`src/design/atcse_pkg.sv`:
```
`timescale 1ns / 1ps
package atcse_pkg;

	localparam int unsigned LINE_MAX_DEF = 32;
	localparam int unsigned LEN_W = 6;
	localparam int unsigned TICK_W = 24;
	localparam int unsigned CFG_IDX_W = 3;
	localparam int unsigned QUEUE_DEPTH = 2;

	localparam logic [TICK_W-1:0] TICK_MAX = {TICK_W{1'b1}};
	localparam logic [7:0] CMD_CHAR_RST = 8'd43;
	localparam logic [TICK_W-1:0] GUARD_RST = 24'd1000;
	localparam logic [TICK_W-1:0] OK_WAIT_RST = 24'd1000;
	localparam logic [TICK_W-1:0] SESSION_RST = 24'd10000;
	localparam logic [TICK_W-1:0] EXIT_WAIT_RST = 24'd1000;

	localparam logic [7:0] CH_A = 8'h41;
	localparam logic [7:0] CH_T = 8'h54;
	localparam logic [7:0] CH_C = 8'h43;
	localparam logic [7:0] CH_N = 8'h4E;
	localparam logic [7:0] CH_O = 8'h4F;
	localparam logic [7:0] CH_K = 8'h4B;
	localparam logic [7:0] CH_E = 8'h45;
	localparam logic [7:0] CH_R = 8'h52;
	localparam logic [7:0] CH_SP = 8'h20;
	localparam logic [7:0] CH_CR = 8'h0D;
	localparam logic [7:0] CH_LF = 8'h0A;

	typedef enum logic [CFG_IDX_W-1:0] {
		REG_CMD_CHAR  = 3'd0,
		REG_GUARD     = 3'd1,
		REG_OK_WAIT   = 3'd2,
		REG_SESSION   = 3'd3,
		REG_EXIT_WAIT = 3'd4
	} reg_idx_t;

	typedef enum logic [2:0] {
		OP_RX      = 3'd0,
		OP_TICK    = 3'd1,
		OP_ENTER   = 3'd2,
		OP_SEND    = 3'd3,
		OP_EXIT    = 3'd4,
		OP_ABANDON = 3'd5
	} op_t;

	typedef enum logic [2:0] {
		ST_IDLE    = 3'd0,
		ST_GUARD   = 3'd1,
		ST_WAITOK  = 3'd2,
		ST_ACTIVE  = 3'd3,
		ST_BUSY    = 3'd4,
		ST_EXITING = 3'd5
	} sess_t;

	localparam logic [2:0] K_TX = 3'd0;
	localparam logic [2:0] K_DATA = 3'd1;
	localparam logic [2:0] K_LINE = 3'd2;
	localparam logic [2:0] K_DONE = 3'd3;
	localparam logic [2:0] K_OPST = 3'd4;

	localparam logic [2:0] LC_EMPTY = 3'd0;
	localparam logic [2:0] LC_OK = 3'd1;
	localparam logic [2:0] LC_ERROR = 3'd2;
	localparam logic [2:0] LC_FSERR = 3'd3;
	localparam logic [2:0] LC_VALUE = 3'd4;

	localparam logic [2:0] S_OK = 3'd0;
	localparam logic [2:0] S_FAIL = 3'd1;
	localparam logic [2:0] S_NOTSUP = 3'd2;
	localparam logic [2:0] S_TIMEOUT = 3'd3;
	localparam logic [2:0] S_ABORT = 3'd4;
	localparam logic [2:0] S_INVALID = 3'd5;

	typedef enum logic [1:0] {
		TX_NONE = 2'd0,
		TX_ESC  = 2'd1,
		TX_CMD  = 2'd2
	} tx_mode_t;

	typedef enum logic [2:0] {
		P_IDLE = 3'd0,
		P_TX   = 3'd1,
		P_RD   = 3'd2,
		P_FIN  = 3'd3,
		P_OPS  = 3'd4,
		P_DAT  = 3'd5
	} phase_t;

	typedef struct packed {
		logic [2:0]  op;
		logic [7:0]  rx_data;
		logic [15:0] command_code;
		logic        multiline;
		logic [23:0] timeout_ticks;
	} in_item_t;

	typedef struct packed {
		logic [2:0] kind;
		logic [7:0] byte_value;
		logic [2:0] line_class;
		logic [2:0] status;
		logic [7:0] line_total;
		logic       last;
	} out_item_t;

	typedef struct packed {
		tx_mode_t         tx_mode;
		logic [7:0]       tx_b;
		logic [7:0]       tx_hi;
		logic [7:0]       tx_lo;
		logic [LEN_W-1:0] rd_len;
		logic [2:0]       rd_cls;
		logic             fin;
		logic [2:0]       fin_st;
		logic [2:0]       fin_cls;
		logic [7:0]       fin_cnt;
		logic             ops;
		logic [2:0]       ops_st;
		logic             dat;
		logic [7:0]       dat_b;
	} job_t;

	typedef struct packed {
		logic [LEN_W-1:0] addr;
		logic             done;
	} rd_req_t;

	function automatic logic [7:0] err_char(input logic [LEN_W-1:0] p);
		logic [7:0] c;
		unique case (p)
			6'd0: c = CH_E;
			6'd1: c = CH_R;
			6'd2: c = CH_R;
			6'd3: c = CH_O;
			6'd4: c = CH_R;
			default: c = 8'h00;
		endcase
		return c;
	endfunction

	function automatic logic is_alnum(input logic [7:0] c);
		return (c >= 8'h41 && c <= 8'h5A) || (c >= 8'h30 && c <= 8'h39);
	endfunction

	// First phase after p that the job actually needs; P_IDLE when none is left.
	function automatic phase_t next_phase(input job_t j, input phase_t p);
		phase_t n;
		n = P_IDLE;
		if (p < P_TX && j.tx_mode != TX_NONE) n = P_TX;
		else if (p < P_RD && j.rd_len != '0) n = P_RD;
		else if (p < P_FIN && j.fin) n = P_FIN;
		else if (p < P_OPS && j.ops) n = P_OPS;
		else if (p < P_DAT && j.dat) n = P_DAT;
		return n;
	endfunction

endpackage

```
`src/design/atcse_queue.sv`:
```
`timescale 1ns / 1ps
module atcse_queue (
	input  logic             clk,
	input  logic             arst_n,
	input  logic             push,
	input  atcse_pkg::job_t  push_job,
	input  logic             pop,
	output logic             full,
	output logic             empty,
	output atcse_pkg::job_t  head
);
	localparam int unsigned PW = $clog2(atcse_pkg::QUEUE_DEPTH);

	atcse_pkg::job_t slot_q [atcse_pkg::QUEUE_DEPTH];
	logic [PW-1:0] wp_q, rp_q;
	logic [PW:0]   cnt_q;

	assign full  = (cnt_q == (PW+1)'(atcse_pkg::QUEUE_DEPTH));
	assign empty = (cnt_q == '0);
	assign head  = slot_q[rp_q];

	always_ff @(posedge clk) begin
		if (push) slot_q[wp_q] <= push_job;
	end

	always_ff @(posedge clk or negedge arst_n) begin
		if (!arst_n) begin
			wp_q  <= '0;
			rp_q  <= '0;
			cnt_q <= '0;
		end else begin
			if (push) wp_q <= wp_q + 1'b1;
			if (pop) rp_q <= rp_q + 1'b1;
			cnt_q <= cnt_q + (PW+1)'(push) - (PW+1)'(pop);
		end
	end
endmodule

```
`src/design/atcse_front.sv`:
```
`timescale 1ns / 1ps
module atcse_front #(
	parameter int unsigned LINE_MAX = atcse_pkg::LINE_MAX_DEF
) (
	input  logic                                clk,
	input  logic                                arst_n,
	input  logic                                in_valid,
	output logic                                in_ready,
	input  atcse_pkg::in_item_t                 in_item,
	input  logic                                cfg_wr_en,
	input  logic [atcse_pkg::CFG_IDX_W-1:0]     cfg_index,
	input  logic [atcse_pkg::TICK_W-1:0]        cfg_data,
	input  logic                                q_full,
	output logic                                q_push,
	output atcse_pkg::job_t                     q_job,
	input  atcse_pkg::rd_req_t                  rd_req,
	output logic [7:0]                          rd_data
);
	localparam int unsigned AW = $clog2(LINE_MAX);
	localparam int unsigned LW = atcse_pkg::LEN_W;
	localparam int unsigned TW = atcse_pkg::TICK_W;

	logic [7:0] store [LINE_MAX];
	logic [7:0] rd_data_q;

	logic [7:0]    cmd_char_q;
	logic [TW-1:0] guard_q, ok_wait_q, session_q, exit_wait_q;

	atcse_pkg::sess_t st_q, st_n;
	logic [TW-1:0] stc_q, stc_n, sesc_q, sesc_n, reqc_q, reqc_n, sil_q, sil_n;
	logic [LW-1:0] len_q, len_n;
	logic ovf_q, ovf_n, ract_q, ract_n, rmul_q, rmul_n;
	logic [7:0] rl_q, rl_n;
	// Running classification of the line being assembled.
	logic okm_q, okm_n, erm_q, erm_n, e0_q, e0_n, ef_q, ef_n, efs_q, efs_n;
	logic rd_busy_q;

	logic accept, wr_en, do_clear;
	logic [2:0] cls;
	atcse_pkg::job_t job;

	assign in_ready = !q_full && !rd_busy_q;
	assign accept = in_valid && in_ready;
	assign rd_data = rd_data_q;

	always_comb begin
		if (len_q == '0) cls = atcse_pkg::LC_EMPTY;
		else if (len_q == LW'(2) && okm_q) cls = atcse_pkg::LC_OK;
		else if (len_q == LW'(5) && erm_q) cls = atcse_pkg::LC_ERROR;
		else if (e0_q && ef_q && efs_q) cls = atcse_pkg::LC_FSERR;
		else cls = atcse_pkg::LC_VALUE;
	end

	always_comb begin
		st_n = st_q; stc_n = stc_q; sesc_n = sesc_q; reqc_n = reqc_q; sil_n = sil_q;
		len_n = len_q; ovf_n = ovf_q; ract_n = ract_q; rmul_n = rmul_q; rl_n = rl_q;
		okm_n = okm_q; erm_n = erm_q; e0_n = e0_q; ef_n = ef_q; efs_n = efs_q;
		wr_en = 1'b0;
		do_clear = 1'b0;
		job = '0;
		job.tx_mode = atcse_pkg::TX_NONE;
		if (accept) begin
			unique case (in_item.op)
				atcse_pkg::OP_RX: begin
					if (st_q == atcse_pkg::ST_IDLE) begin
						job.dat = 1'b1;
						job.dat_b = in_item.rx_data;
					end else if (in_item.rx_data == atcse_pkg::CH_LF) begin
						job.dat = 1'b0;
					end else if (in_item.rx_data == atcse_pkg::CH_CR) begin
						if (!ovf_q) begin
							unique case (st_q)
								atcse_pkg::ST_WAITOK: begin
									if (cls == atcse_pkg::LC_OK) begin
										st_n = atcse_pkg::ST_ACTIVE;
										sesc_n = session_q;
									end
								end
								atcse_pkg::ST_EXITING: begin
									if (cls == atcse_pkg::LC_OK) begin
										st_n = atcse_pkg::ST_IDLE;
										if (ract_q) begin
											job.fin = 1'b1;
											job.fin_st = atcse_pkg::S_OK;
											job.fin_cls = cls;
											job.fin_cnt = rl_q;
											ract_n = 1'b0;
										end
									end
								end
								atcse_pkg::ST_BUSY: begin
									if (ract_q) begin
										if (!(cls == atcse_pkg::LC_EMPTY && !rmul_q)
												&& rl_q != 8'hFF)
											rl_n = rl_q + 8'd1;
										sesc_n = session_q;
										if (cls == atcse_pkg::LC_VALUE || cls == atcse_pkg::LC_FSERR)
										begin
											job.rd_len = len_q;
											job.rd_cls = cls;
										end
										job.fin_cnt = rl_n;
										job.fin_cls = cls;
										if (rmul_q) begin
											if (cls == atcse_pkg::LC_EMPTY) begin
												st_n = atcse_pkg::ST_ACTIVE;
												job.fin = 1'b1;
												job.fin_st = atcse_pkg::S_OK;
												ract_n = 1'b0;
											end
										end else if (cls != atcse_pkg::LC_EMPTY) begin
											st_n = atcse_pkg::ST_ACTIVE;
											job.fin = 1'b1;
											job.fin_st = (cls == atcse_pkg::LC_ERROR) ?
												atcse_pkg::S_FAIL :
												(cls == atcse_pkg::LC_FSERR) ?
												atcse_pkg::S_NOTSUP : atcse_pkg::S_OK;
											ract_n = 1'b0;
										end
									end
								end
								default: begin
									st_n = st_q;
								end
							endcase
						end
						do_clear = 1'b1;
					end else if (len_q >= LW'(LINE_MAX)) begin
						ovf_n = 1'b1;
					end else begin
						wr_en = 1'b1;
						len_n = len_q + 1'b1;
						if (len_q == LW'(0)) begin
							okm_n = okm_q && in_item.rx_data == atcse_pkg::CH_O;
							e0_n = in_item.rx_data == atcse_pkg::CH_E;
						end else if (len_q == LW'(1)) begin
							okm_n = okm_q && in_item.rx_data == atcse_pkg::CH_K;
						end
						if (len_q < LW'(5))
							erm_n = erm_q && in_item.rx_data == atcse_pkg::err_char(len_q);
						if (len_q != '0 && !ef_q && !atcse_pkg::is_alnum(in_item.rx_data)) begin
							ef_n = 1'b1;
							efs_n = in_item.rx_data == atcse_pkg::CH_SP && len_q > LW'(1);
						end
					end
				end
				atcse_pkg::OP_TICK: begin
					if (sil_q != atcse_pkg::TICK_MAX) sil_n = sil_q + 1'b1;
					if (stc_q != '0) stc_n = stc_q - 1'b1;
					if (sesc_q != '0) sesc_n = sesc_q - 1'b1;
					if (reqc_q != '0) reqc_n = reqc_q - 1'b1;
					unique case (st_q)
						atcse_pkg::ST_GUARD: begin
							if (sil_n >= guard_q) begin
								job.tx_mode = atcse_pkg::TX_ESC;
								job.tx_b = cmd_char_q;
								sil_n = '0;
								st_n = atcse_pkg::ST_WAITOK;
								stc_n = ok_wait_q;
								do_clear = 1'b1;
							end
						end
						atcse_pkg::ST_WAITOK: begin
							if (stc_n == '0) begin
								st_n = atcse_pkg::ST_IDLE;
								do_clear = 1'b1;
							end
						end
						atcse_pkg::ST_BUSY: begin
							if (reqc_n == '0) begin
								st_n = atcse_pkg::ST_ACTIVE;
								if (ract_q) begin
									job.fin = 1'b1;
									job.fin_st = (rmul_q && rl_q != '0) ?
										atcse_pkg::S_OK : atcse_pkg::S_TIMEOUT;
									job.fin_cls = atcse_pkg::LC_EMPTY;
									job.fin_cnt = rl_q;
									ract_n = 1'b0;
								end
							end
						end
						atcse_pkg::ST_EXITING: begin
							if (stc_n == '0) begin
								st_n = atcse_pkg::ST_IDLE;
								if (ract_q) begin
									job.fin = 1'b1;
									job.fin_st = atcse_pkg::S_TIMEOUT;
									job.fin_cls = atcse_pkg::LC_EMPTY;
									job.fin_cnt = rl_q;
									ract_n = 1'b0;
								end
								do_clear = 1'b1;
							end
						end
						atcse_pkg::ST_ACTIVE: begin
							if (sesc_n == '0) begin
								st_n = atcse_pkg::ST_IDLE;
								do_clear = 1'b1;
							end
						end
						default: begin
							st_n = st_q;
						end
					endcase
				end
				atcse_pkg::OP_ENTER: begin
					job.ops = 1'b1;
					if (st_q != atcse_pkg::ST_IDLE) begin
						job.ops_st = atcse_pkg::S_INVALID;
					end else begin
						job.ops_st = atcse_pkg::S_OK;
						do_clear = 1'b1;
						st_n = atcse_pkg::ST_GUARD;
					end
				end
				atcse_pkg::OP_SEND: begin
					job.ops = 1'b1;
					if (st_q != atcse_pkg::ST_ACTIVE) begin
						job.ops_st = atcse_pkg::S_INVALID;
					end else begin
						job.ops_st = atcse_pkg::S_OK;
						job.tx_mode = atcse_pkg::TX_CMD;
						job.tx_hi = in_item.command_code[15:8];
						job.tx_lo = in_item.command_code[7:0];
						sil_n = '0;
						ract_n = 1'b1;
						rmul_n = in_item.multiline;
						rl_n = '0;
						reqc_n = in_item.timeout_ticks;
						st_n = atcse_pkg::ST_BUSY;
						do_clear = 1'b1;
					end
				end
				atcse_pkg::OP_EXIT: begin
					job.ops = 1'b1;
					if (st_q != atcse_pkg::ST_ACTIVE && st_q != atcse_pkg::ST_BUSY) begin
						job.ops_st = atcse_pkg::S_INVALID;
					end else begin
						job.ops_st = atcse_pkg::S_OK;
						job.tx_mode = atcse_pkg::TX_CMD;
						job.tx_hi = atcse_pkg::CH_C;
						job.tx_lo = atcse_pkg::CH_N;
						sil_n = '0;
						job.fin = ract_q;
						job.fin_st = atcse_pkg::S_ABORT;
						job.fin_cls = atcse_pkg::LC_EMPTY;
						job.fin_cnt = rl_q;
						ract_n = 1'b1;
						rmul_n = 1'b0;
						rl_n = '0;
						st_n = atcse_pkg::ST_EXITING;
						stc_n = exit_wait_q;
						do_clear = 1'b1;
					end
				end
				atcse_pkg::OP_ABANDON: begin
					job.fin = ract_q;
					job.fin_st = atcse_pkg::S_ABORT;
					job.fin_cls = atcse_pkg::LC_EMPTY;
					job.fin_cnt = rl_q;
					ract_n = 1'b0;
					st_n = atcse_pkg::ST_IDLE;
					do_clear = 1'b1;
					job.ops = 1'b1;
					job.ops_st = atcse_pkg::S_OK;
				end
				default: begin
					job.ops = 1'b0;
				end
			endcase
		end
		if (do_clear) begin
			len_n = '0; ovf_n = 1'b0;
			okm_n = 1'b1; erm_n = 1'b1; e0_n = 1'b0; ef_n = 1'b0; efs_n = 1'b0;
		end
	end

	assign q_job = job;
	assign q_push = accept && (job.tx_mode != atcse_pkg::TX_NONE || job.rd_len != '0 ||
		job.fin || job.ops || job.dat);

	always_ff @(posedge clk) begin
		if (wr_en) store[len_q[AW-1:0]] <= in_item.rx_data;
		rd_data_q <= store[rd_req.addr[AW-1:0]];
	end

	always_ff @(posedge clk or negedge arst_n) begin
		if (!arst_n) begin
			cmd_char_q <= atcse_pkg::CMD_CHAR_RST;
			guard_q <= atcse_pkg::GUARD_RST;
			ok_wait_q <= atcse_pkg::OK_WAIT_RST;
			session_q <= atcse_pkg::SESSION_RST;
			exit_wait_q <= atcse_pkg::EXIT_WAIT_RST;
			st_q <= atcse_pkg::ST_IDLE;
			stc_q <= '0; sesc_q <= '0; reqc_q <= '0;
			sil_q <= atcse_pkg::TICK_MAX;
			len_q <= '0; ovf_q <= 1'b0; ract_q <= 1'b0; rmul_q <= 1'b0; rl_q <= '0;
			okm_q <= 1'b1; erm_q <= 1'b1; e0_q <= 1'b0; ef_q <= 1'b0; efs_q <= 1'b0;
			rd_busy_q <= 1'b0;
		end else begin
			if (cfg_wr_en) begin
				unique case (cfg_index)
					atcse_pkg::REG_CMD_CHAR: cmd_char_q <= cfg_data[7:0];
					atcse_pkg::REG_GUARD: guard_q <= cfg_data;
					atcse_pkg::REG_OK_WAIT: ok_wait_q <= cfg_data;
					atcse_pkg::REG_SESSION: session_q <= cfg_data;
					atcse_pkg::REG_EXIT_WAIT: exit_wait_q <= cfg_data;
					default: cmd_char_q <= cmd_char_q;
				endcase
			end
			st_q <= st_n; stc_q <= stc_n; sesc_q <= sesc_n; reqc_q <= reqc_n; sil_q <= sil_n;
			len_q <= len_n; ovf_q <= ovf_n; ract_q <= ract_n; rmul_q <= rmul_n; rl_q <= rl_n;
			okm_q <= okm_n; erm_q <= erm_n; e0_q <= e0_n; ef_q <= ef_n; efs_q <= efs_n;
			// The line store must hold still until the back end has read the line out.
			if (q_push && job.rd_len != '0) rd_busy_q <= 1'b1;
			else if (rd_req.done) rd_busy_q <= 1'b0;
		end
	end
endmodule

```
`src/design/atcse_back.sv`:
```
`timescale 1ns / 1ps
module atcse_back (
	input  logic                   clk,
	input  logic                   arst_n,
	input  logic                   q_empty,
	input  atcse_pkg::job_t        head,
	output logic                   q_pop,
	output atcse_pkg::rd_req_t     rd_req,
	input  logic [7:0]             rd_data,
	output logic                   out_valid,
	input  logic                   out_ready,
	output atcse_pkg::out_item_t   out_item
);
	localparam int unsigned LW = atcse_pkg::LEN_W;

	atcse_pkg::phase_t ph_q, ph_n, nxt;
	logic [LW-1:0] idx_q;
	logic dv_q, fire, seg_end;
	atcse_pkg::out_item_t res;

	assign nxt = atcse_pkg::next_phase(head, ph_q);

	always_comb begin
		res = '0;
		seg_end = 1'b1;
		unique case (ph_q)
			atcse_pkg::P_TX: begin
				res.kind = atcse_pkg::K_TX;
				if (head.tx_mode == atcse_pkg::TX_ESC) begin
					res.byte_value = head.tx_b;
					seg_end = (idx_q == LW'(2));
				end else begin
					unique case (idx_q)
						6'd0: res.byte_value = atcse_pkg::CH_A;
						6'd1: res.byte_value = atcse_pkg::CH_T;
						6'd2: res.byte_value = head.tx_hi;
						6'd3: res.byte_value = head.tx_lo;
						default: res.byte_value = atcse_pkg::CH_CR;
					endcase
					seg_end = (idx_q == LW'(4));
				end
			end
			atcse_pkg::P_RD: begin
				res.kind = atcse_pkg::K_LINE;
				res.byte_value = rd_data;
				res.line_class = head.rd_cls;
				seg_end = (idx_q == head.rd_len - 1'b1);
			end
			atcse_pkg::P_FIN: begin
				res.kind = atcse_pkg::K_DONE;
				res.line_class = head.fin_cls;
				res.status = head.fin_st;
				res.line_total = head.fin_cnt;
			end
			atcse_pkg::P_OPS: begin
				res.kind = atcse_pkg::K_OPST;
				res.status = head.ops_st;
			end
			atcse_pkg::P_DAT: begin
				res.kind = atcse_pkg::K_DATA;
				res.byte_value = head.dat_b;
			end
			default: begin
				res = '0;
			end
		endcase
		res.last = seg_end && nxt == atcse_pkg::P_IDLE;
	end

	assign out_item = res;
	assign out_valid = ph_q != atcse_pkg::P_IDLE && (ph_q != atcse_pkg::P_RD || dv_q);
	assign fire = out_valid && out_ready;
	assign q_pop = fire && seg_end && nxt == atcse_pkg::P_IDLE;
	assign rd_req.addr = idx_q;
	assign rd_req.done = fire && ph_q == atcse_pkg::P_RD && seg_end;

	always_comb begin
		ph_n = ph_q;
		if (ph_q == atcse_pkg::P_IDLE) begin
			if (!q_empty) ph_n = nxt;
		end else if (fire && seg_end) begin
			ph_n = nxt;
		end
	end

	always_ff @(posedge clk or negedge arst_n) begin
		if (!arst_n) begin
			ph_q <= atcse_pkg::P_IDLE;
			idx_q <= '0;
			dv_q <= 1'b0;
		end else begin
			ph_q <= ph_n;
			if (fire) idx_q <= seg_end ? '0 : idx_q + 1'b1;
			// Read data is registered, so it is good in the cycle after the address settles.
			dv_q <= ph_q == atcse_pkg::P_RD && !fire;
		end
	end
endmodule

```
`src/design/at_command_session_engine.sv`:
```
`timescale 1ns / 1ps
// Command-mode session engine for a serial modem link.
// Input items (in_valid/in_ready, in_item) carry received bytes, ticks and
// host events; result items leave on out_valid/out_ready as out_item, and
// the last result caused by an input item has its last bit set.
// Registers are written through cfg_wr_en, cfg_index and cfg_data, one per
// cycle, without handshake.
// The front end turns an accepted input item into a job descriptor; a
// two-entry job queue feeds the back end, which, when idle, registers its
// phase from the queue head before offering a job's first result. It then
// sends one result per cycle while out_ready is high, except reply-line bytes,
// each of which waits for a read of the line store through a registered port,
// and it returns to its idle phase between jobs.
// While a reply line waits to be read out, or both queue entries are taken,
// in_ready is low, so a stalled receiver holds back the input side as soon as
// two jobs are waiting.
// Reset restores the register defaults, returns the session to idle with a
// saturated silence count, and empties the queue. The line store is not
// cleared.
module at_command_session_engine #(
	parameter int unsigned LINE_MAX = atcse_pkg::LINE_MAX_DEF
) (
	input  logic                            clk,
	input  logic                            arst_n,
	input  logic                            in_valid,
	output logic                            in_ready,
	input  atcse_pkg::in_item_t             in_item,
	output logic                            out_valid,
	input  logic                            out_ready,
	output atcse_pkg::out_item_t            out_item,
	input  logic                            cfg_wr_en,
	input  logic [atcse_pkg::CFG_IDX_W-1:0] cfg_index,
	input  logic [atcse_pkg::TICK_W-1:0]    cfg_data
);
	logic q_full, q_empty, q_push, q_pop;
	atcse_pkg::job_t push_job, head;
	atcse_pkg::rd_req_t rd_req;
	logic [7:0] rd_data;

	atcse_front #(.LINE_MAX(LINE_MAX)) u_front (
		.clk(clk), .arst_n(arst_n),
		.in_valid(in_valid), .in_ready(in_ready), .in_item(in_item),
		.cfg_wr_en(cfg_wr_en), .cfg_index(cfg_index), .cfg_data(cfg_data),
		.q_full(q_full), .q_push(q_push), .q_job(push_job),
		.rd_req(rd_req), .rd_data(rd_data)
	);

	atcse_queue u_queue (
		.clk(clk), .arst_n(arst_n),
		.push(q_push), .push_job(push_job), .pop(q_pop),
		.full(q_full), .empty(q_empty), .head(head)
	);

	atcse_back u_back (
		.clk(clk), .arst_n(arst_n),
		.q_empty(q_empty), .head(head), .q_pop(q_pop),
		.rd_req(rd_req), .rd_data(rd_data),
		.out_valid(out_valid), .out_ready(out_ready), .out_item(out_item)
	);
endmodule
```
`config.mk`:
```
export PLATFORM = sky130hd
export DESIGN_NAME = at_command_session_engine
export DESIGN_NICKNAME = d
export VERILOG_FILES = /design/src/design/atcse_pkg.sv /design/src/design/atcse_queue.sv /design/src/design/atcse_front.sv /design/src/design/atcse_back.sv /design/src/design/at_command_session_engine.sv
export SDC_FILE = /design/constraint.sdc
export NUM_CORES = 1
export LEC_CHECK = 0
export ABC_CLOCK_PERIOD_IN_PS = 12900
export BUFFER_PORTS_ARGS = -buffer_cell sky130_fd_sc_hd__buf_2
export CORE_MARGIN = 2
export CORE_UTILIZATION = 55
export CTS_BUF_LIST = sky130_fd_sc_hd__clkbuf_8
export DETAILED_ROUTE_END_ITERATION = 8
export GPL_TIMING_DRIVEN = 0
export PLACE_DENSITY = 0.72
export SKIP_LAST_GASP = 1
export SYNTH_ARGS = -nofsm -noshare
export SYNTH_HDL_FRONTEND = slang
export SYNTH_SLANG_ARGS = --single-unit
```
`constraint.sdc`:
```
create_clock -name clk -period 12.9 [get_ports clk]
set_input_delay 3.225 -clock clk [delete_from_list [all_inputs] [get_ports clk]]
set_output_delay 3.225 -clock clk [all_outputs]
set_load 0.03 [all_outputs]
```
==> impl_results.md, run 1 <==
* Syn_nets at approximately 2700
* I/O Pins at 112
* Max-cap viol count at 0
* Inst Count DP at 3392
* Tot Pwr at roughly 6400 uW
* Register Area at 0.0176 mm^2
* Clock buffer depth at 3
* Startpoint Class: register
* DRT iter0 DRCs at 2068
* Sink Count at ~630
* Congestion Overflow GR at 0
* Die Height at 240 um
* H-Tree Depth at 3
* Total track usage at 0.290
* Area of the multi-input gates at 0.0121 mm^2
* Setup Skew at 0.0257 ns
* # hold bufs at CTS at 0
* Synth Warn # at 0
* Routed Antenna Nets at 0
* Critical Path Fanout Max at 10
* CTS Root Cell: clkbuf_8
* CP Data Required Time at 9.68 ns
* Placed wire-length estimate at a little under 60000 um
* Post-CTS Setup Bufs at 0
* Final Max Tran Viols at 0
* Worst setup EP type: primary output
* Gate power share at 0.308
* Share of layout cells above drive strength 1 at 0.188
* Worst-Margin Slew at 1.33 ns
* Top_reg_cell synth: edfxtp_1
* Reg2reg setup slack at 5.41 ns
* Most frequent cells in the layout: edfxtp_1 (378), nand2_1 (224), nor2_1 (206)
* Clock Pin Slew Worst Setup and Hold Paths at 0.06 ns
* Unrepaired setup endpoints after global routing: no
* Largest net degree at the start of global routing at between 100 and 150
* Routability cong. at between 0.9 and 1
* Final Setup Violations at 0
* Resized Gates After CTS at 0
* Max VDD drop at 0.000123 V
* Clock power frac at 0.276
* Total routed wirelength at 82800 um
* Final Non-Filler Cells at 3582
* Initial core utilization at 0.555
* Nets at 2883
* Sw Ratio at 0.353
* Initial antenna violation count at 3
* DRC viols at 0
* Placeable Area at 0.0550 mm^2
* Sequential Power Share at 0.417
* Slew headroom at 0.101
* Async set or reset register ratio after synthesis at 0.383
* Clock latency on the worst-skew pair at 0.72 ns
* TritonCTS buffer count at about 100
* Register bit total from synthesis at 626
* Dpl cell area at between 0.03 and 0.04 mm^2
* Min-delay worst type: reg -> reg
* Count of mapped cells out of synthesis at 2532
* Detailed-router iteration count before antenna repair at 5
* WP data arrival at approximately 4.8 ns
* Synthesized area at 0.0305 mm^2
* Die area at 0.0574 mm^2
* Seq/Total Area, Yosys at 0.576
* Die Width at approximately 240 um
* PortBufs at roughly 110
* Syn_area_per_cell at ~12 um^2
* Tmin final at between 7 and 8 ns
* Filler cells at roughly 4300
* Sw power at between 2000 and 2500 uW
* Vias in the first global route at 21800
* Pint at between 4000 and 5000 uW
* Commonest non-fill, non-tap cell in the layout: edfxtp_1
* EDFF count, synth at 378
* First-pass GRT wire length at 126000 um
* Setup TNS at 0 ns
* Final Cycle Share at 0.618
* Cell variety after synth at 87
* Final hold slack at 0.505 ns
* Vias per Instance at 6.23
* Vias at between 20000 and 25000
* Syn-to-layout area delta at 12.2%
* Num rows at 86
* Status: finished clean
* Design Area, Final at 0.0342 mm^2
* Cell Pwr Density at roughly 190 mW/mm^2
* Fmax achieved at 125 MHz
* Final hold vios at 0
* WS Path Type: reg -> out
* Post-detailed-route wirelength per cell at about 23 um
* CTS tree: done
* Leakage Power at 0.0126 uW
critical path, cell delays in order, from the launching register on:
cell and delay, ns:
dfrtp_1 0.32, clkbuf_1 0.35, buf_1 0.49, clkbuf_1 0.59, buf_1 0.53, clkbuf_1 0.73, mux2i_1 0.27, a21oi_1 0.09
o21ai_0 0.25, o211ai_1 0.20, buf_2 0.23
kinds of logic after synthesis:
family,count (synthesis),synth area share
fa+ha+maj,52,0.0213
simple gates,799,0.127
buf+inv,206,0.0265
flops,626,0.576
xor+xnor,65,0.0187
mux,242,0.116
compound gates,542,0.114
power by group through the flow:
stage / Sequential [uW] / Combinational [uW] / Clock, uW
floorplan: 2610 / 1410 / 0
global placement: 2680 / 1900 / 0
detailed placement: 2690 / 1950 / 0
CTS: 2650 / 1960 / 1790
global route: 2690 / 2140 / 1880
finish: 2660 / 1970 / 1760
flip-flops by register name, indices dropped and copies added, names as in the netlist, 2 cells and up:
| signal | flops |
|---|---|
| u_queue.cnt_q | 2 |
| u_front.guard_q | 24 |
| u_back.idx_q | 6 |
| u_front.session_q | 24 |
| u_front.ok_wait_q | 24 |
| u_front.sesc_q | 24 |
| u_queue.slot_q | 122 |
| u_front.reqc_q | 24 |
| u_front.stc_q | 24 |
| u_front.sil_q | 24 |
| u_front.store | 256 |
| u_front.cmd_char_q | 8 |
| u_back.ph_q | 3 |
| u_front.rd_data | 8 |
| u_front.st_q | 3 |
| u_front.len_q | 6 |
| u_front.exit_wait_q | 24 |
| u_front.rl_q | 8 |
worst paths after layout:
check / startpoint / to / depth (start not counted)
max: u_queue.rp_q / out_item[19] / 10
min: u_front.cmd_char_q[2] / u_front.cmd_char_q[2] / 1
max reg2reg: u_front.sil_q[2] / u_queue.slot_q[1][60] / 20
min reg2reg: u_front.cmd_char_q[2] / u_front.cmd_char_q[2] / 1
max in group asynchronous: arst_n / u_front.session_q[13] / 3
min in group asynchronous: arst_n / u_front.exit_wait_q[19] / 1
layer usage:
| layer | vias to the layer above | track usage | wire length [um] |
|---|---|---|---|
| met4 | 2 | 0.0970 | 2070 |
| met2 | 973 | 0.462 | 38900 |
| met3 | 138 | 0.0476 | 6490 |
| met1 | 11200 | 0.409 | 35300 |
| met5 | - | 0 | 13 |
| li1 | 10000 | - | - |
cell usage after synthesis, types with 8 or more instances:
library cell	instances	area share
mux2_2	95	0.035
mux2i_1	66	0.022
edfxtp_1	378	0.37
and3_1	32	0.0066
buf_1	19	0.0023
o31ai_1	24	0.0059
ha_1	52	0.021
o211ai_1	36	0.0089
xnor2_1	41	0.012
nand2_1	224	0.028
nand2b_1	11	0.0023
inv_1	61	0.0075
nor3_1	74	0.012
dfxtp_1	8	0.0052
a31oi_1	33	0.0068
and2_1	38	0.0078
a31o_2	8	0.0023
nor2b_1	17	0.0035
nand3_1	55	0.0090
a21o_1	19	0.0047
nor3b_1	13	0.0032
nand4_1	24	0.0049
o21bai_1	9	0.0022
nor2_1	207	0.025
or2_2	8	0.0016
dfrtp_1	187	0.15
o22ai_1	29	0.0059
dfstp_2	53	0.046
o21ai_0	139	0.023
or4_1	12	0.0030
a21oi_1	130	0.021
nor4_1	24	0.0049
clkbuf_1	118	0.015
or3_1	30	0.0062
a22o_1	11	0.0032
xor2_1	24	0.0069
mux4_2	80	0.059
final cells by class:
| class | instances | share of cell area |
|---|---|---|
| antenna | 2 | 0.000146 |
| buffer | 144 | 0.0169 |
| clock buffer | 115 | 0.0462 |
| clock inverter | 73 | 0.0151 |
| inverter | 62 | 0.00680 |
| multi-input combinational | 1700 | 0.354 |
| sequential | 626 | 0.514 |
| tap | 748 | 0.0273 |
| timing repair buffer | 112 | 0.0193 |
per-stage QoR:
stage               utilization  setup WS, ns
floorplan                     -          4.37
global placement          0.582          2.01
detailed placement        0.584          4.95
CTS                       0.622          4.73
global route              0.622          4.60
finish                    0.622          4.93
Power figures use the tool's default switching activity.
==> run 2, diff against run 1 <==
--- a/config.mk
+++ b/config.mk
@@ -5,14 +5,15 @@
 export SDC_FILE = /design/constraint.sdc
 export NUM_CORES = 1
 export LEC_CHECK = 0
-export ABC_CLOCK_PERIOD_IN_PS = 12900
+export ABC_AREA = 1
+export ABC_CLOCK_PERIOD_IN_PS = 7300
 export BUFFER_PORTS_ARGS = -buffer_cell sky130_fd_sc_hd__buf_2
 export CORE_MARGIN = 2
 export CORE_UTILIZATION = 55
 export CTS_BUF_LIST = sky130_fd_sc_hd__clkbuf_8
 export DETAILED_ROUTE_END_ITERATION = 8
 export GPL_TIMING_DRIVEN = 0
-export PLACE_DENSITY = 0.72
+export PLACE_DENSITY = 0.75
 export SKIP_LAST_GASP = 1
 export SYNTH_ARGS = -nofsm -noshare
 export SYNTH_HDL_FRONTEND = slang
==> constraint.sdc (replaced) <==
create_clock -name clk -period 7.3 [get_ports clk]
set_input_delay 1.825 -clock clk [delete_from_list [all_inputs] [get_ports clk]]
set_output_delay 1.825 -clock clk [all_outputs]
set_load 0.03 [all_outputs]
==> impl_results.md, run 2 <==
* Synthesized area at 0.0311 mm^2
* Slew headroom at 0.368
* Cell Pwr Density at roughly 350 mW/mm^2
* Fmax achieved at 143 MHz
* Xor and xnor fraction of the mapped netlist area at 0.0282
* Post-CTS Setup Bufs at 0
* Critical-path top delay cell: o311ai_0
* Final Cycle Share at 0.958
* Critical Path, Cell by Cell: clkbuf_1 -> clkinv_1 -> clkbuf_1 -> clkbuf_1 -> ha_1 -> nand3_1 -> a21oi_1 -> o311ai_0 -> o311ai_0 -> buf_2
* Min-delay worst type: reg -> reg
* Total routed wirelength at 86800 um
* Register Area at 0.0176 mm^2
* Num rows at 87
* Count of mapped cells out of synthesis at around 3400
* Register bit total from synthesis at approximately 630
* Top_reg_cell synth: edfxtp_1
* TritonCTS buffer count at 100
* Vias at 25700
* Initial antenna violation count at 4
* Vias per Instance at roughly 5.7
* Routability cong. at roughly 1
* Clock buffer depth at 3
* Largest net degree at the start of global routing at 104
* CTS Root Cell: clkbuf_8
* R2R cell count at 28
* WS Path Type: reg -> out
* Post-Synth Adder-Cell Area at 0.0209
* Max reg flops at about 260
* Reg-to-reg startpoint: u_front.sil_q[0]
* Die Width at 242 um
* Final hold vios at 0
* Synth Warn # at 0
* Placed wire-length estimate at around 61000 um
* Syn_area_per_cell at 9.06 um^2
* DRC viols at 0
* Worst path most repeated cell: clkbuf_1
* Post-detailed-route wirelength per cell at around 19 um
* Hold Path Depth at 2
* Yosys top cell by area: edfxtp_1
* Syn-to-layout area delta at 11.8%
* PortBufs at 111
* Placeable Area at ~0.056 mm^2
* I/O Pins at between 100 and 150
* Clock latency on the worst-skew pair at 0.74 ns
* Nets at around 3800
* Critical Path Fanout Max at 11
* Hold path endpoint: u_front.erm_q
* Max-cap viol count at 0
* Reg2reg setup slack at 1.03 ns
* Status: finished clean
* Max VDD drop at 0.000196 V
* Max layer used: met4
* Startpoint Class: register
* Commonest non-fill, non-tap cell in the layout: nand2_1
* Share of layout cells above drive strength 1 at 0.106
* Initial core utilization at 0.553
* Tmin final at 6.99 ns
* Most instantiated library cell after synthesis: nand2_1
* Vias in the first global route at 24700
* Worst setup EP type: primary output
* Syn_nets at 3565
* Cell variety after synth at 62
* Die area at 0.0584 mm^2
* First-pass GRT wire length at 136000 um
* Post-layout util at 0.618
* Final Setup Violations at 0
* Yosys top cell area share at 0.365
* Congestion Overflow GR at 0
* Async set or reset register ratio after synthesis at 0.383
* Met3 WL post-DR at 8460 um
* Simple-gate area share of the yosys netlist at 0.194
* Synth top area cells: edfxtp_1 (37%), dfrtp_1 (15%), nand2_1 (8.2%)
* Post-synth top cells: nand2_1 (682), nor2_1 (475), o21ai_0 (392)
* EDFF count, synth at 378
* CTS tree: done
* Leakage Power at 0.0144 uW
* Resized Gates After CTS at 0
* Clock Pin Slew Worst Setup and Hold Paths at 0.07 ns
* Unrepaired setup endpoints after global routing: no
* Sink Count at roughly 630
* Filler cells at 4877
* Most frequent cells in the layout: nand2_1 (682), nor2_1 (474), o21ai_0 (392)
* Area of the multi-input gates at 0.0116 mm^2
* R2R Path End: u_queue.slot_q[1][25]
* Setup Skew at 0.0504 ns
* CP Data Required Time at between 5 and 6 ns
* Seq/Total Area, Yosys at 0.566
* Hold path start: u_front.erm_q
* Die Height at 242 um
* WP data arrival at 5.17 ns
* Metal2 WL at 39800 um
* Detailed-router iteration count before antenna repair at 6
* DRT iter0 DRCs at 2799
* Wl on met1 at 36300 um
* Max stage delay on crit path at a little over 0.8 ns
* H-Tree Depth at 3
* Final hold slack at roughly 0.47 ns
* Total track usage at 0.294
* Final Max Tran Viols at 0
* # hold bufs at CTS at 0
* Mux contribution to synthesized area at 0.00129
* Synth Area in Compound Gates at 0.130
* Routed Antenna Nets at 0
* Worst-Margin Slew at 0.945 ns
* Main combinational cell family by area after synthesis: simple AND/OR/NAND/NOR gates
run 2: power by group:
group          switching, uW  internal [uW]
clock                   1450           1600
combinational           2990           1310
sequential               425           4350
run 2: layout make-up:
type / count / share of cell area
well taps: 756 / 0.0272
clock buffers: 112 / 0.0444
flip-flops and latches: 626 / 0.506
repair buffers: 115 / 0.0192
diodes: 4 / 0.000288
plain buffers: 140 / 0.0165
multi-input cells: 2321 / 0.335
clock inverters: 72 / 0.0140
inverters: 342 / 0.0370
run 2: cells by family (layout without fill, tap and decap cells):
group,after synthesis,in the layout
multiplexers,4,4
adder cells (fa/ha/maj),52,52
AND/OR/NAND/NOR,1451,1451
AO/OA/AOI/OAI,714,714
flip-flops,626,626
buffers and inverters,482,781
other,0,4
XOR/XNOR,100,100
run 2: per-stage QoR:
stage                     instance area (um^2)  setup WS [ns]  setup TNS (ns)  instances  power (uW)
final                                    34700          0.307               0       4488       12100
after detailed placement                 32700           1.04               0       4300        9010
after global placement                   32600          -1.98         -121.66       4296        8930
after floorplan                          31100          0.565               0       3429        7710
after global routing                     34700          0.288               0       4488       12900
after CTS                                34700          0.364               0       4484       12100
run 2: worst max path at each step:
stage	from	end	slack, ns
global route	u_back.idx_q[0]	out_item[19]	0.29
detailed placement	in_item[44]	u_queue.slot_q[1][25]	1.04
global placement	in_item[44]	u_queue.slot_q[1][25]	-1.98
finish	u_back.idx_q[0]	out_item[19]	0.31
floorplan	u_front.sil_q[0]	u_queue.slot_q[1][0]	0.56
CTS	u_back.idx_q[0]	out_item[19]	0.36
run 2: metal layers:
metal | vias up | global-route usage
met4 | 0 | 0.0940
met3 | 178 | 0.0560
li1 | 12100 | -
met1 | 12200 | 0.417
met2 | 1237 | 0.460
met5 | - | 0
run 2: critical path: cells and delay by family (launching register included):
kind,cells,cell delay [ns]
buffers and inverters,5,2.01
AOI/OAI and AO/OA,3,1.23
adders and majority gates,1,0.28
DFF,1,0.53
and+or+nand+nor,1,0.38
